--- src/rtl/moss_pkg.sv ---
// Shared types and constants for the macro operation stream scanner.
// Holds phase codes, operand kinds, the operand table and the item/result structs.
// No dependencies.
package moss_pkg;

    localparam int ByteWidth   = 8;
    localparam int ResultWidth = 32;
    localparam int StatusWidth = 2;
    localparam int MDataWidth  = 72;

    localparam logic [2:0] PH_OPCODE  = 3'd0;
    localparam logic [2:0] PH_ULEB    = 3'd1;
    localparam logic [2:0] PH_STRING  = 3'd2;
    localparam logic [2:0] PH_FIXED   = 3'd3;
    localparam logic [2:0] PH_DISCARD = 3'd4;

    localparam logic [1:0] K_NONE = 2'd0;
    localparam logic [1:0] K_ULEB = 2'd1;
    localparam logic [1:0] K_STR  = 2'd2;
    localparam logic [1:0] K_OFF  = 2'd3;

    localparam logic [1:0] ST_CLEAN     = 2'd0;
    localparam logic [1:0] ST_UNHANDLED = 2'd1;
    localparam logic [1:0] ST_PAST_END  = 2'd2;

    localparam logic [7:0] LAST_STD_OP = 8'd12;
    localparam logic [3:0] OFF_LEN_32  = 4'd4;
    localparam logic [3:0] OFF_LEN_64  = 4'd8;

    typedef struct packed {
        logic [ByteWidth-1:0] byte_value;
        logic                 last_byte;
    } moss_item_t;

    typedef struct packed {
        logic                   emit;
        logic [StatusWidth-1:0] status;
        logic [ResultWidth-1:0] op_count;
        logic [ResultWidth-1:0] unit_length;
    } moss_result_t;

    // Operand kind of operand idx (0 or 1) of standard opcode op.
    function automatic logic [1:0] operand_kind(input logic [3:0] op, input logic idx);
        logic [1:0] k;
        unique case (op)
            4'd1, 4'd2:         k = idx ? K_STR  : K_ULEB;
            4'd3, 4'd11, 4'd12: k = K_ULEB;
            4'd5, 4'd6,
            4'd8, 4'd9:         k = idx ? K_OFF  : K_ULEB;
            4'd7, 4'd10:        k = idx ? K_NONE : K_OFF;
            default:            k = K_NONE;
        endcase
        return k;
    endfunction

endpackage

--- src/rtl/macro_op_stream_scanner_unit.sv ---
// A result enters the result register at the rising edge at which its byte leaves the
// input register; that edge waits while a held result is not yet taken.
// Throughput: one byte per cycle, set by the scan state update between the
// input register and the result register; stalls only while a result waits on m_tready.
// Reset (aresetn low, synchronous) empties both registers, returns the scanner to
// expecting an opcode with zeroed counters, and selects 4-byte offsets.
// Top level; depends on moss_pkg, moss_in_reg, moss_scan_core and moss_out_reg.
module macro_op_stream_scanner_unit #(
    parameter int COUNT_WIDTH = 32
) (
    input  logic        aclk,
    input  logic        aresetn,
    input  logic        cfg_wr_en,
    input  logic        cfg_wr_data,    // offset_size_64
    input  logic        s_tvalid,
    output logic        s_tready,
    input  logic [7:0]  s_tdata,        // byte_value
    input  logic        s_tlast,        // last_byte
    output logic        m_tvalid,
    input  logic        m_tready,
    output logic [moss_pkg::MDataWidth-1:0] m_tdata // status, op_count, unit_length, zero pad
);
    import moss_pkg::*;

    logic         item_valid;
    moss_item_t   item;
    moss_result_t result;
    logic         out_busy;
    logic         advance;

    assign advance = item_valid && !out_busy;

    moss_in_reg u_in_reg (
        .aclk       (aclk),
        .aresetn    (aresetn),
        .s_tvalid   (s_tvalid),
        .s_tready   (s_tready),
        .s_tdata    (s_tdata),
        .s_tlast    (s_tlast),
        .advance    (advance),
        .item_valid (item_valid),
        .item       (item)
    );

    moss_scan_core #(
        .COUNT_WIDTH (COUNT_WIDTH)
    ) u_scan_core (
        .aclk        (aclk),
        .aresetn     (aresetn),
        .cfg_wr_en   (cfg_wr_en),
        .cfg_wr_data (cfg_wr_data),
        .step_en     (advance),
        .item        (item),
        .result      (result)
    );

    moss_out_reg u_out_reg (
        .aclk     (aclk),
        .aresetn  (aresetn),
        .load     (advance && result.emit),
        .result   (result),
        .busy     (out_busy),
        .m_tvalid (m_tvalid),
        .m_tready (m_tready),
        .m_tdata  (m_tdata)
    );

endmodule

--- src/rtl/moss_in_reg.sv ---
// Input register of the scanner: captures one byte transaction from the slave side.
// Depends on moss_pkg.
module moss_in_reg (
    input  logic                aclk,
    input  logic                aresetn,
    input  logic                s_tvalid,
    output logic                s_tready,
    input  logic [7:0]          s_tdata,
    input  logic                s_tlast,
    input  logic                advance,
    output logic                item_valid,
    output moss_pkg::moss_item_t item
);
    import moss_pkg::*;

    logic       valid_reg, valid_next;
    moss_item_t item_reg;
    logic       load;

    assign s_tready   = !valid_reg || advance;
    assign load       = s_tvalid && s_tready;
    assign item_valid = valid_reg;
    assign item       = item_reg;

    always_comb begin
        if (load) begin
            valid_next = 1'b1;
        end else if (advance) begin
            valid_next = 1'b0;
        end else begin
            valid_next = valid_reg;
        end
    end

    always_ff @(posedge aclk) begin
        if (!aresetn) begin
            valid_reg <= 1'b0;
        end else begin
            valid_reg <= valid_next;
        end
    end

    always_ff @(posedge aclk) begin
        if (load) begin
            item_reg.byte_value <= s_tdata;
            item_reg.last_byte  <= s_tlast;
        end
    end

endmodule

--- src/rtl/moss_scan_core.sv ---
// Scan state machine and saturating counters: decides per byte where operations end.
// Depends on moss_pkg.
module moss_scan_core #(
    parameter int COUNT_WIDTH = 32
) (
    input  logic                  aclk,
    input  logic                  aresetn,
    input  logic                  cfg_wr_en,
    input  logic                  cfg_wr_data,
    input  logic                  step_en,
    input  moss_pkg::moss_item_t  item,
    output moss_pkg::moss_result_t result
);
    import moss_pkg::*;

    logic                   off64_reg, off64_next;
    logic [2:0]             phase_reg, phase_next;
    logic [3:0]             opcode_reg, opcode_next;
    logic [1:0]             idx_reg, idx_next;
    logic [3:0]             fixed_reg, fixed_next;
    logic [COUNT_WIDTH-1:0] op_cnt_reg, op_cnt_next;
    logic [COUNT_WIDTH-1:0] byte_cnt_reg, byte_cnt_next;

    logic [COUNT_WIDTH-1:0] op_inc, byte_inc, op_sel;
    logic [ResultWidth-1:0] op_clip, byte_clip;
    logic                   begin_op;
    logic [2:0]             begin_idx;
    logic [3:0]             kind_opcode;
    logic [1:0]             kind;
    logic [7:0]             b;
    logic                   emit;
    logic [1:0]             status;

    assign b        = item.byte_value;
    assign op_inc   = (op_cnt_reg == '1) ? op_cnt_reg : op_cnt_reg + 1'b1;
    assign byte_inc = (byte_cnt_reg == '1) ? byte_cnt_reg : byte_cnt_reg + 1'b1;
    assign op_sel   = (phase_reg == PH_OPCODE) ? op_inc : op_cnt_reg;

    generate
        if (COUNT_WIDTH > ResultWidth) begin : g_clip
            assign op_clip   = (|op_sel[COUNT_WIDTH-1:ResultWidth]) ? '1
                                                                   : op_sel[ResultWidth-1:0];
            assign byte_clip = (|byte_inc[COUNT_WIDTH-1:ResultWidth]) ? '1
                                                                     : byte_inc[ResultWidth-1:0];
        end else begin : g_ext
            assign op_clip   = ResultWidth'(op_sel);
            assign byte_clip = ResultWidth'(byte_inc);
        end
    endgenerate

    assign begin_idx   = (phase_reg == PH_OPCODE) ? 3'd0 : {1'b0, idx_reg} + 3'd1;
    assign kind_opcode = (phase_reg == PH_OPCODE) ? b[3:0] : opcode_reg;
    assign kind = (begin_idx < 3'd2) ? operand_kind(kind_opcode, begin_idx[0]) : K_NONE;

    always_comb begin
        off64_next    = cfg_wr_en ? cfg_wr_data : off64_reg;
        phase_next    = phase_reg;
        opcode_next   = opcode_reg;
        idx_next      = idx_reg;
        fixed_next    = fixed_reg;
        op_cnt_next   = op_cnt_reg;
        byte_cnt_next = byte_cnt_reg;
        begin_op      = 1'b0;
        emit          = 1'b0;
        status        = ST_CLEAN;
        if (step_en) begin
            if (phase_reg == PH_DISCARD) begin
                if (item.last_byte) begin
                    phase_next = PH_OPCODE;
                end
            end else if (phase_reg > PH_FIXED) begin
                phase_next = PH_OPCODE;
            end else begin
                byte_cnt_next = byte_inc;
                unique case (phase_reg)
                    PH_OPCODE: begin
                        op_cnt_next = op_inc;
                        if (b == 8'd0) begin
                            emit   = 1'b1;
                            status = ST_CLEAN;
                        end else if (b > LAST_STD_OP) begin
                            emit       = 1'b1;
                            status     = ST_UNHANDLED;
                            phase_next = item.last_byte ? PH_OPCODE : PH_DISCARD;
                        end else begin
                            opcode_next = b[3:0];
                            begin_op    = 1'b1;
                        end
                    end
                    PH_ULEB: begin
                        begin_op = !b[7];
                    end
                    PH_STRING: begin
                        begin_op = (b == 8'd0);
                    end
                    default: begin
                        if (fixed_reg <= 4'd1) begin
                            fixed_next = 4'd0;
                            begin_op   = 1'b1;
                        end else begin
                            fixed_next = fixed_reg - 4'd1;
                        end
                    end
                endcase
                if (begin_op) begin
                    idx_next = begin_idx[1:0];
                    unique case (kind)
                        K_ULEB: phase_next = PH_ULEB;
                        K_STR:  phase_next = PH_STRING;
                        K_OFF: begin
                            phase_next = PH_FIXED;
                            fixed_next = off64_reg ? OFF_LEN_64 : OFF_LEN_32;
                        end
                        default: begin
                            phase_next = PH_OPCODE;
                            idx_next   = 2'd0;
                        end
                    endcase
                end
                if (item.last_byte && !emit) begin
                    phase_next = PH_OPCODE;
                    idx_next   = 2'd0;
                    fixed_next = 4'd0;
                    emit       = 1'b1;
                    status     = ST_PAST_END;
                end
                if (emit) begin
                    op_cnt_next   = '0;
                    byte_cnt_next = '0;
                end
            end
        end
    end

    assign result.emit        = emit;
    assign result.status      = status;
    assign result.op_count    = op_clip;
    assign result.unit_length = byte_clip;

    always_ff @(posedge aclk) begin
        if (!aresetn) begin
            off64_reg    <= 1'b0;
            phase_reg    <= PH_OPCODE;
            opcode_reg   <= 4'd0;
            idx_reg      <= 2'd0;
            fixed_reg    <= 4'd0;
            op_cnt_reg   <= '0;
            byte_cnt_reg <= '0;
        end else begin
            off64_reg    <= off64_next;
            phase_reg    <= phase_next;
            opcode_reg   <= opcode_next;
            idx_reg      <= idx_next;
            fixed_reg    <= fixed_next;
            op_cnt_reg   <= op_cnt_next;
            byte_cnt_reg <= byte_cnt_next;
        end
    end

endmodule

--- src/rtl/moss_out_reg.sv ---
// Result register of the scanner: holds one result transaction for the master side.
// Depends on moss_pkg.
module moss_out_reg (
    input  logic                   aclk,
    input  logic                   aresetn,
    input  logic                   load,
    input  moss_pkg::moss_result_t result,
    output logic                   busy,
    output logic                   m_tvalid,
    input  logic                   m_tready,
    output logic [moss_pkg::MDataWidth-1:0] m_tdata
);
    import moss_pkg::*;

    logic                   valid_reg, valid_next;
    logic [StatusWidth-1:0] status_reg;
    logic [ResultWidth-1:0] op_count_reg;
    logic [ResultWidth-1:0] unit_length_reg;

    assign busy     = valid_reg && !m_tready;
    assign m_tvalid = valid_reg;
    assign m_tdata  = {{(MDataWidth - StatusWidth - 2 * ResultWidth){1'b0}},
                       unit_length_reg, op_count_reg, status_reg};

    always_comb begin
        if (load) begin
            valid_next = 1'b1;
        end else if (m_tready) begin
            valid_next = 1'b0;
        end else begin
            valid_next = valid_reg;
        end
    end

    always_ff @(posedge aclk) begin
        if (!aresetn) begin
            valid_reg <= 1'b0;
        end else begin
            valid_reg <= valid_next;
        end
    end

    always_ff @(posedge aclk) begin
        if (load) begin
            status_reg      <= result.status;
            op_count_reg    <= result.op_count;
            unit_length_reg <= result.unit_length;
        end
    end

endmodule
--- config.mk ---
export PLATFORM = sky130hd
export DESIGN_NAME = macro_op_stream_scanner_unit
export DESIGN_NICKNAME = d
export VERILOG_FILES = /design/src/rtl/moss_pkg.sv /design/src/rtl/macro_op_stream_scanner_unit.sv /design/src/rtl/moss_in_reg.sv /design/src/rtl/moss_scan_core.sv /design/src/rtl/moss_out_reg.sv
export SDC_FILE = /design/constraint.sdc
export NUM_CORES = 1
export LEC_CHECK = 0
export ABC_AREA = 1
export BUFFER_PORTS_ARGS = -buffer_cell sky130_fd_sc_hd__clkbuf_2
export CAP_MARGIN = 20
export CORE_MARGIN = 2
export CORE_UTILIZATION = 58
export DETAILED_ROUTE_END_ITERATION = 10
export PLACE_DENSITY_LB_ADDON = 0.15
export SLEW_MARGIN = 40
export SYNTH_ARGS = -nofsm -noshare
export SYNTH_HDL_FRONTEND = slang
export SYNTH_SLANG_ARGS = --single-unit
--- constraint.sdc ---
create_clock -name aclk -period 5.3 [get_ports aclk]
set_clock_uncertainty 0.15 [all_clocks]
set_input_delay 0.53 -clock aclk [delete_from_list [all_inputs] [get_ports aclk]]
set_output_delay 0.53 -clock aclk [all_outputs]
set_load 0.01 [all_outputs]
==> run_results.csv, run 1 <==
group,metric,value,unit
setup_path,worstPathMaxFanout,41,
min_path,hold-path-endpoint,"u_in_reg.item[0]",
floorplanning,boundaryPins,89,
floorplanning,die_y,120.7,µm
sta,slew_viol_final,0,
setup_path,critPathKind,"reg2reg",
setup_path,slowest_stage,"inv_2",
min_path,hold_class,"in2reg",
min_path,hp-start,"s_tlast",
setup_path,endpoint_kind,"flip-flop",
min_path,hold_depth,1,
detailed_routing,dr.pass1.iters,5,
floorplanning,die_w,120.7,µm
setup_path,reg2reg_to,"u_out_reg.op_count_reg[4]",
detailed_routing,wirelength,17560,µm
pwr,power.density,290.0,mW/mm²
placement,place_congestion,0.9459,
setup_path,reg2reg_slack,2.18,ns
setup_path,crit_family,"buffers and inverters",
detailed_routing,wl_met3,1262,µm
synth,synth_largest_area_cell,"edfxtp_1",
cts,clock_path_buffers,2,
sta,fin_crit_sh,0.5893,
sta,worst_slew_pin_slew,0.7484,ns
detailed_routing,dr_total_vias,6710,
global_route,grt_pass1_vias,6044,
layout,area_delta_synth_final,13.53,%
outcome,status,"completed",
sta,finalSetupViolations,0,
detailed_routing,wl_met2,7676,µm
detailed_routing,wire_per_inst,13.99,µm
placement,dp_hpwl,11930,µm
pwr,leakagePower,3.443,nW
global_route,grt.total_usage,0.2532,
layout,layout_common_cells,"nand2_1, inv_1, a21oi_1, clkbuf_2, dfxtp_1",
setup_path,crit_buf_inv,4,
cts,post_cts_resized,0,
floorplanning,dieArea,0.01457,mm²
layout,nets,1086,
detailed_routing,top_layer,"met4",
sta,grt_setup_unrepaired,"false",
sta,fin_setup_tns,0,ns
layout,regArea,0.003854,mm²
layout,multi_input_area,0.003486,mm²
synth,avgSynthCellArea,7.977,µm²
cts,cts.reportedPaths.clkPinSlew,0.06,ns
synth,synth.area.top_cells,"edfxtp_1, dfxtp_1, nand2_1",
setup_path,rr_startpoint,"u_scan_core.phase_reg[0]",
placement,port_buffers,82,
detailed_routing,ant_nets,0,
global_route,antenna_found_initial,0,
layout,layout-drive-gt1-share,0.1437,
detailed_routing,drcViolationCount,0,
layout,fill_cells,1126,
setup_path,cp.required,5.21,ns
cts,root_buffer,"clkbuf_16",
floorplanning,coreArea,0.01330,mm²
cts,tritoncts.num_buffers,17,
pwr,irDropWorstVdd,0.0004000,V
global_route,overflow,0,
synth,synth-seq-cells,155,
synth,synth_cell_type_count,39,
setup_path,critical_path.cell_chain,"nor2_4 -> nand2_4 -> inv_2 -> nand2_2 -> inv_2 -> nor2_1 -> nor2_4 -> buf_16 -> buf_4",
cts,ctsHtreeMaxLevel,4,
cts,cts_sinks,155,
global_route,grt_max_degree,75,
setup_path,crit_arrival,3.03,ns
detailed_routing,vias_per_cell,5.347,
synth,ys_seq_area_frac,0.4880,
global_route,grt_pass1_wl,29260,µm
setup_path,reg2regPathDepth,9,
floorplanning,start_util,0.5940,
setup_path,critPathLaunchType,"flip-flop",
job,cap_violations,0,
sta,layout_min_cycle_time,3.123,ns
synth,synth_top_area_frac,0.2852,
synth,syn_inst,990,
cts,ctsHoldBuffers,0,
synth,syn-cell-area,0.007898,mm²
sta,max_slew_margin,0.5010,
setup_path,cpPeakStageDelay,0.49,ns
cts,cts_tree,"yes",
floorplanning,rows,42,
sta,finalHoldViolCount,0,
synth,yosysWarnings,0,
detailed_routing,drt-initial-drc-count,636,
layout,antenna_cells,0,
cts,postCtsSetupBuffers,0,
sta,fmax,0.3202,GHz
layout,layout_commonest_cell,"nand2_1",
detailed_routing,m1WireLength,8303,µm
cts,clk_latency,0.42,ns
layout,post-route-util,0.6744,
## worst max path at each step
stage / startpoint / endpoint / slack (ns) / cells past startpoint
global placement: u_scan_core.phase_reg[0] / u_out_reg.op_count_reg[2] / 2.05 / 8
detailed placement: u_scan_core.phase_reg[0] / u_out_reg.op_count_reg[5] / 1.96 / 8
CTS: u_scan_core.phase_reg[0] / u_out_reg.op_count_reg[11] / 1.96 / 8
global route: u_scan_core.phase_reg[0] / u_out_reg.op_count_reg[7] / 1.91 / 9
finish: u_scan_core.phase_reg[0] / u_out_reg.op_count_reg[4] / 2.18 / 9
floorplan: m_tready / u_out_reg.op_count_reg[0] / 0.74 / 7
## metrics by stage
stage | std cells | total power, mW | setup WS, ns | instance area, µm² | hold WS (ns)
after global routing | 1255 | 2.690 | 1.913 | 8966 | 0.1159
final | 1255 | 2.600 | 2.177 | 8966 | 0.1309
after global placement | 1221 | 1.468 | 2.054 | 8351 | 0.3035
after CTS | 1253 | 2.607 | 1.956 | 8919 | 0.1230
after floorplan | 995 | 1.434 | 0.7420 | 7916 | 0.2935
after detailed placement | 1221 | 1.470 | 1.963 | 8351 | 0.3086
## worst register-to-register path: cells and delay by family, from the launching register on
family        cells  cell delay (ns)
buf+inv           4             1.25
flops             1             0.37
simple gates      5             0.97
## Yosys cell counts (all sizes together)
cell,number
a21oi,85
and2,1
and3,2
buf,22
clkbuf,14
clkinv,1
conb,1
dfxtp,80
edfxtp,75
ha,5
inv,92
nand2,319
nand3,49
nand4,24
nor2,70
nor3,37
nor3b,1
nor4,9
o211ai,1
o21ai,50
o22ai,1
or2,3
xnor2,8
xor2,40
## logic make-up after synthesis
family	share of synthesized area
AND/OR/NAND/NOR	0.2858
flip-flops	0.4880
AO/OA/AOI/OAI	0.08967
buffers and inverters	0.07398
XOR/XNOR	0.05418
adder cells (fa/ha/maj)	0.007921
other	0.0004748
## layout make-up
cell class,count,area share
clock buffers,25,0.05638
flip-flops and latches,155,0.4298
repair buffers,88,0.05442
well taps,176,0.02456
multi-input cells,711,0.3888
clock inverters,7,0.006977
inverters,93,0.03907
## per-layer routing
| metal | GRT usage | vias to the layer above |
|---|---|---|
| met1 | 0.3686 | 3025 |
| met2 | 0.3778 | 257 |
| met5 | 0 | - |
| li1 | - | 3399 |
| met3 | 0.05519 | 29 |
| met4 | 0.07922 | 0 |
## power by group
| group | switching (mW) | internal (mW) | total, mW |
|---|---|---|---|
| Combinational | 0.114 | 0.0456 | 0.160 |
| Sequential | 0.0106 | 1.28 | 1.29 |
| Clock | 0.447 | 0.703 | 1.15 |
Power figures use the tool's default switching activity.
==> inputs of run 2 (changes only) <==
- clock period: 5.3 -> 2.9 ns (I/O delays scaled with it)
==> run 2 against run 1 <==
Against the previous run:
- worst hold slack worse by 0.067 ns
- sequential share of layout area is 0.95 points lower
- utilization is 1.5 points higher
- largest power group unchanged
==> run_results.csv, run 2 (synthesis gave the netlist of run 1 again) <==
group,metric,value,unit
detailed_routing,dr.pass1.iters,5,
sta,fin_setup_tns,0,ns
detailed_routing,drcViolationCount,0,
placement,place_congestion,0.9242,
global_route,antenna_found_initial,0,
sta,fin_crit_sh,0.8757,
global_route,grt_pass1_wl,30990,µm
pwr,leakagePower,3.540,nW
setup_path,critical_path.cell_chain,"ha_1 -> nand2_1 -> nor2_1 -> nand3_2 -> nor2_2 -> nand2_2 -> nor2_4 -> nand2_4 -> nand2_1 -> nor2_1 -> nand2_1 -> xnor2_1 -> nand2_1 -> a21oi_1",
placement,port_buffers,82,
layout,multi_input_area,0.003486,mm²
layout,fin_cells,1272,
detailed_routing,wirelength,18440,µm
floorplanning,dieArea,0.01457,mm²
layout,fill_cells,1093,
setup_path,worstPathMaxFanout,10,
setup_path,cp.required,3.11,ns
cts,cts.reportedPaths.clkPinSlew,0.07,ns
detailed_routing,dr_total_vias,6931,
setup_path,cpPeakStageDelay,0.45,ns
floorplanning,die_y,120.7,µm
global_route,grt_max_degree,75,
setup_path,critPathKind,"reg2reg",
cts,root_buffer,"clkbuf_16",
setup_path,crit_top_cell,"nand2_1",
floorplanning,die_w,120.7,µm
floorplanning,start_util,0.5940,
cts,tritoncts.num_buffers,17,
pwr,irDropWorstVdd,0.0005168,V
setup_path,critPathLaunchType,"flip-flop",
setup_path,reg2regPathDepth,14,
sta,finalHoldViolCount,0,
detailed_routing,vias_per_cell,5.449,
sta,layout_min_cycle_time,2.540,ns
detailed_routing,wire_per_inst,14.50,µm
sta,slew_viol_final,0,
sta,grt_setup_unrepaired,"false",
setup_path,slowest_stage,"dfxtp_1",
job,cap_violations,0,
placement,dp_hpwl,12620,µm
placement,dpl.cell_count,1227,
pwr,seqPwrFrac,0.475,
sta,max_slew_margin,0.5766,
cts,clk_latency,0.43,ns
pwr,power.density,542.0,mW/mm²
cts,clock_path_buffers,2,
cts,postCtsSetupBuffers,0,
detailed_routing,ant_nets,0,
floorplanning,coreArea,0.01330,mm²
cts,ctsHtreeMaxLevel,4,
cts,cts_tree,"yes",
layout,antenna_cells,0,
setup_path,crit_arrival,2.75,ns
setup_path,endpoint_kind,"flip-flop",
min_path,hold_depth,3,
sta,fmax,0.3938,GHz
layout,regArea,0.003854,mm²
pwr,combPwrFrac,0.063,
sta,worst_slew_pin_slew,0.6350,ns
pwr,power_switching,1.166,mW
layout,layout_common_cells,"nand2_1, inv_1, a21oi_1, clkbuf_2, dfxtp_1",
detailed_routing,drt-initial-drc-count,646,
floorplanning,rows,42,
layout,layout_commonest_cell,"nand2_1",
outcome,status,"completed",
layout,post-route-util,0.6896,
global_route,grt_pass1_vias,6495,
pwr,swShare,0.2346,
pwr,p_int,3.803,mW
min_path,hold_class,"in2reg",
layout,nets,1103,
global_route,overflow,0,
layout,area_delta_synth_final,16.10,%
cts,cts_sinks,155,
layout,layout-drive-gt1-share,0.1487,
floorplanning,boundaryPins,89,
pwr,pwr-share-clk,0.463,
sta,timing.hold.ws,0.06430,ns
sta,finalSetupViolations,0,
global_route,grt.total_usage,0.2677,
==> run 2: critical path: cells and delay by family (launching register included) <==
kind	cells	cell delay (ns)
xor gates and xnor gates	1	0.14
AOI/OAI and AO/OA	1	0.12
and+or+nand+nor	11	1.34
adders and majority gates	1	0.26
DFF	1	0.45
==> run 2: timing repair <==
item                                   CTS  global route
hold buffers                            13             0
endpoints found under the hold margin   12             0
resized for setup                        0             0
==> run 2: final timing paths <==
kind         slack, ns                   startpoint                            to
max               0.36  u_scan_core.byte_cnt_reg[0]  u_scan_core.byte_cnt_reg[12]
min               0.06                      aresetn     u_scan_core.opcode_reg[1]
max reg2reg       0.36  u_scan_core.byte_cnt_reg[0]  u_scan_core.byte_cnt_reg[12]
min reg2reg       0.32     u_scan_core.fixed_reg[1]      u_scan_core.fixed_reg[1]
==> run 2: metal layers <==
layer / share of wire / global-route usage
met1: 0.47 / 0.3794
met3: 0.063 / 0.04717
met5: 0 / 0
met2: 0.45 / 0.4191
met4: 0.016 / 0.08430
==> run 2: power by group through the flow <==
stage | logic, mW | registers [mW] | clock network, mW
2_1_floorplan | 0.198 | 2.42 | 0
4_1_cts | 0.310 | 2.36 | 2.32
3_5_place_dp | 0.296 | 2.41 | 0
3_3_place_gp | 0.289 | 2.40 | 0
6_report | 0.311 | 2.36 | 2.30
5_1_grt | 0.347 | 2.36 | 2.42
==> run 2: through the flow <==
stage                     worst slack [ns]  power (mW)  instance area (µm²)
after CTS                           0.4043       4.988                 9165
final                               0.3605       4.969                 9169
after floorplan                     0.2572       2.617                 7924
after global placement              0.5631       2.694                 8421
after global routing                0.1405       5.127                 9169
after detailed placement            0.4994       2.702                 8421
==> run 2: final cells by class <==
type | instances | share of cell area
well taps | 176 | 0.02402
flip-flops and latches | 155 | 0.4203
clock inverters | 15 | 0.02061
inverters | 93 | 0.03821
repair buffers | 105 | 0.07028
multi-input cells | 711 | 0.3802
clock buffers | 17 | 0.04640
==> inputs of run 3 (changes only) <==
- CORE_MARGIN: 2 -> not set
- GPL_ROUTABILITY_DRIVEN: not set -> 0
==> run 3 against run 2 <==
Against the previous run:
- non-clock buffer count is the same
- routed wire length shrank 4.8%
- sequential share of layout area grew 0.12 points
- flip-flop and latch count is the same
- register-to-register slack gained 0.13 ns
- via count shrank 1.7%
- clock power is essentially flat
- first-iteration DRC count shrank 14%
- utilization grew 0.075 points
- design area shrank 0.29%
- worst hold slack lost 0.050 ns
- maximum frequency grew 5.4%
- critical path type unchanged
==> run_results.csv, run 3 (synthesis gave the netlist of run 1 again) <==
group,metric,value,unit
setup_path,rr_startpoint,"u_scan_core.byte_cnt_reg[0]",
setup_path,crit_arrival,2.62,ns
setup_path,critPathLaunchType,"flip-flop",
floorplanning,dieArea,0.01409,mm²
layout,antenna_cells,0,
layout,layout-drive-gt1-share,0.1460,
sta,slew_viol_final,0,
sta,fmax,0.4149,GHz
detailed_routing,dr_total_vias,6816,
pwr,power.density,541.7,mW/mm²
job,cap_violations,0,
setup_path,cp.required,3.11,ns
cts,clk_latency,0.43,ns
floorplanning,start_util,0.5964,
pwr,pwr-share-clk,0.461,
min_path,hp-start,"m_tready",
detailed_routing,dr.pass1.iters,6,
layout,nets,1103,
sta,finalSetupViolations,0,
detailed_routing,ant_nets,0,
sta,worst_slew_pin_slew,0.6198,ns
floorplanning,boundaryPins,89,
min_path,hold_class,"in2reg",
sta,grt_setup_unrepaired,"false",
setup_path,critPathKind,"reg2reg",
detailed_routing,drt-initial-drc-count,557,
pwr,swShare,0.2209,
setup_path,reg2regPathDepth,10,
sta,timing.hold.ws,0.01440,ns
layout,area_delta_synth_final,15.76,%
cts,cts_sinks,155,
pwr,seqPwrFrac,0.476,
placement,dp_hpwl,12350,µm
global_route,grt.total_usage,0.2614,
cts,cts_tree,"yes",
global_route,overflow,0,
global_route,grt_pass1_wl,29150,µm
detailed_routing,drcViolationCount,0,
layout,layout_common_cells,"nand2_1, inv_1, a21oi_1, clkbuf_2, dfxtp_1",
pwr,leakagePower,3.525,nW
detailed_routing,wirelength,17550,µm
detailed_routing,vias_per_cell,5.358,
setup_path,endpoint_kind,"flip-flop",
cts,cts.reportedPaths.clkPinSlew,0.06,ns
cts,ctsHtreeMaxLevel,4,
detailed_routing,wl_met3,1155,µm
setup_path,worstPathMaxFanout,7,
cts,tritoncts.num_buffers,17,
pwr,p_int,3.858,mW
setup_path,startpoint,"u_scan_core.byte_cnt_reg[0]",
sta,finalHoldViolCount,0,
setup_path,crit_end,"u_scan_core.byte_cnt_reg[19]",
floorplanning,die_y,118.7,µm
sta,max_slew_margin,0.5862,
cts,root_buffer,"clkbuf_16",
layout,layout_commonest_cell,"nand2_1",
detailed_routing,top_layer,"met4",
sta,fin_crit_sh,0.8311,
detailed_routing,m1WireLength,8318,µm
pwr,combPwrFrac,0.062,
cts,clock_path_buffers,2,
global_route,antenna_found_initial,0,
pwr,power_switching,1.094,mW
detailed_routing,wl_met2,7801,µm
detailed_routing,wire_per_inst,13.80,µm
placement,port_buffers,82,
setup_path,reg2reg_slack,0.49,ns
sta,fin_setup_tns,0,ns
floorplanning,rows,42,
outcome,status,"completed",
floorplanning,die_w,118.7,µm
setup_path,reg2reg_to,"u_scan_core.byte_cnt_reg[19]",
floorplanning,coreArea,0.01324,mm²
global_route,grt_max_degree,50,
pwr,irDropWorstVdd,0.0004099,V
global_route,grt_pass1_vias,6062,
sta,layout_min_cycle_time,2.410,ns
[run 3: changes by cell type in the layout (fill, tap and decap cells not counted), sizes merged]
cell,previous run,this run
buf,10,11
clkinvlp,0,2
clkinv,8,9
bufinv,3,4
inv,97,92
clkbuf,99,100
dlygate4sd3,13,12
[run 3: layout make-up]
class	count	area [µm²]
clock buffers	18	429.2
clock inverters	14	177.7
fillers	1141	4100
inverters	93	350.3
multi-input cells	711	3486
flip-flops and latches	155	3854
well taps	176	220.2
repair buffers	105	625.6
[run 3: repair_timing]
item | 4_1_cts | 5_1_grt
buffers inserted | 0 | 0
resized for setup | 0 | 0
endpoints found under the hold margin | 11 | 0
setup endpoints to repair | 0 | 0
hold buffers | 12 | 0
[run 3: how the worst min path moves through the flow]
| stage | slack [ns] | to | cells past startpoint |
|---|---|---|---|
| 2_1_floorplan | 0.23 | u_scan_core.off64_reg | 1 |
| 3_3_place_gp | 0.30 | u_scan_core.op_cnt_reg[31] | 2 |
| 3_5_place_dp | 0.31 | u_scan_core.opcode_reg[0] | 2 |
| 4_1_cts | 0.006 | u_out_reg.m_tvalid | 4 |
| 5_1_grt | 0.03 | u_out_reg.m_tvalid | 4 |
| 6_report | 0.01 | u_out_reg.m_tvalid | 4 |
[run 3: worst max-delay path, cell delays in order (launching register included)]
cell	delay, ns
dfxtp_1	0.43
ha_1	0.25
nand2_1	0.07
nor2_1	0.12
nand3_2	0.11
nor3_1	0.35
nand4_1	0.31
buf_4	0.27
nand2_1	0.09
nand2_1	0.05
a21oi_1	0.14
[run 3: power groups by stage]
stage | clock network (mW) | logic [mW] | registers, mW
floorplan | 0 | 0.198 | 2.42
global placement | 0 | 0.293 | 2.41
detailed placement | 0 | 0.296 | 2.41
CTS | 2.30 | 0.310 | 2.36
global route | 2.40 | 0.345 | 2.36
finish | 2.28 | 0.309 | 2.36
[run 3: through the flow]
stage | std cells | power (mW) | setup WS (ns) | area, µm² | utilization
floorplan | 995 | 2.617 | 0.2572 | 7924 | -
CTS | 1272 | 4.974 | 0.4834 | 9143 | 0.6904
global placement | 1228 | 2.698 | 0.6403 | 8416 | 0.6355
detailed placement | 1228 | 2.702 | 0.4997 | 8416 | 0.6355
global route | 1272 | 5.103 | 0.2681 | 9143 | 0.6904
finish | 1272 | 4.952 | 0.4897 | 9143 | 0.6904
[run 3: routing by layer]
layer  vias to the layer above  global-route usage
li1                       3440                   -
met1                      3097              0.3664
met2                       253              0.4042
met3                        26             0.05019
met4                         0             0.09177
met5                         -                   0
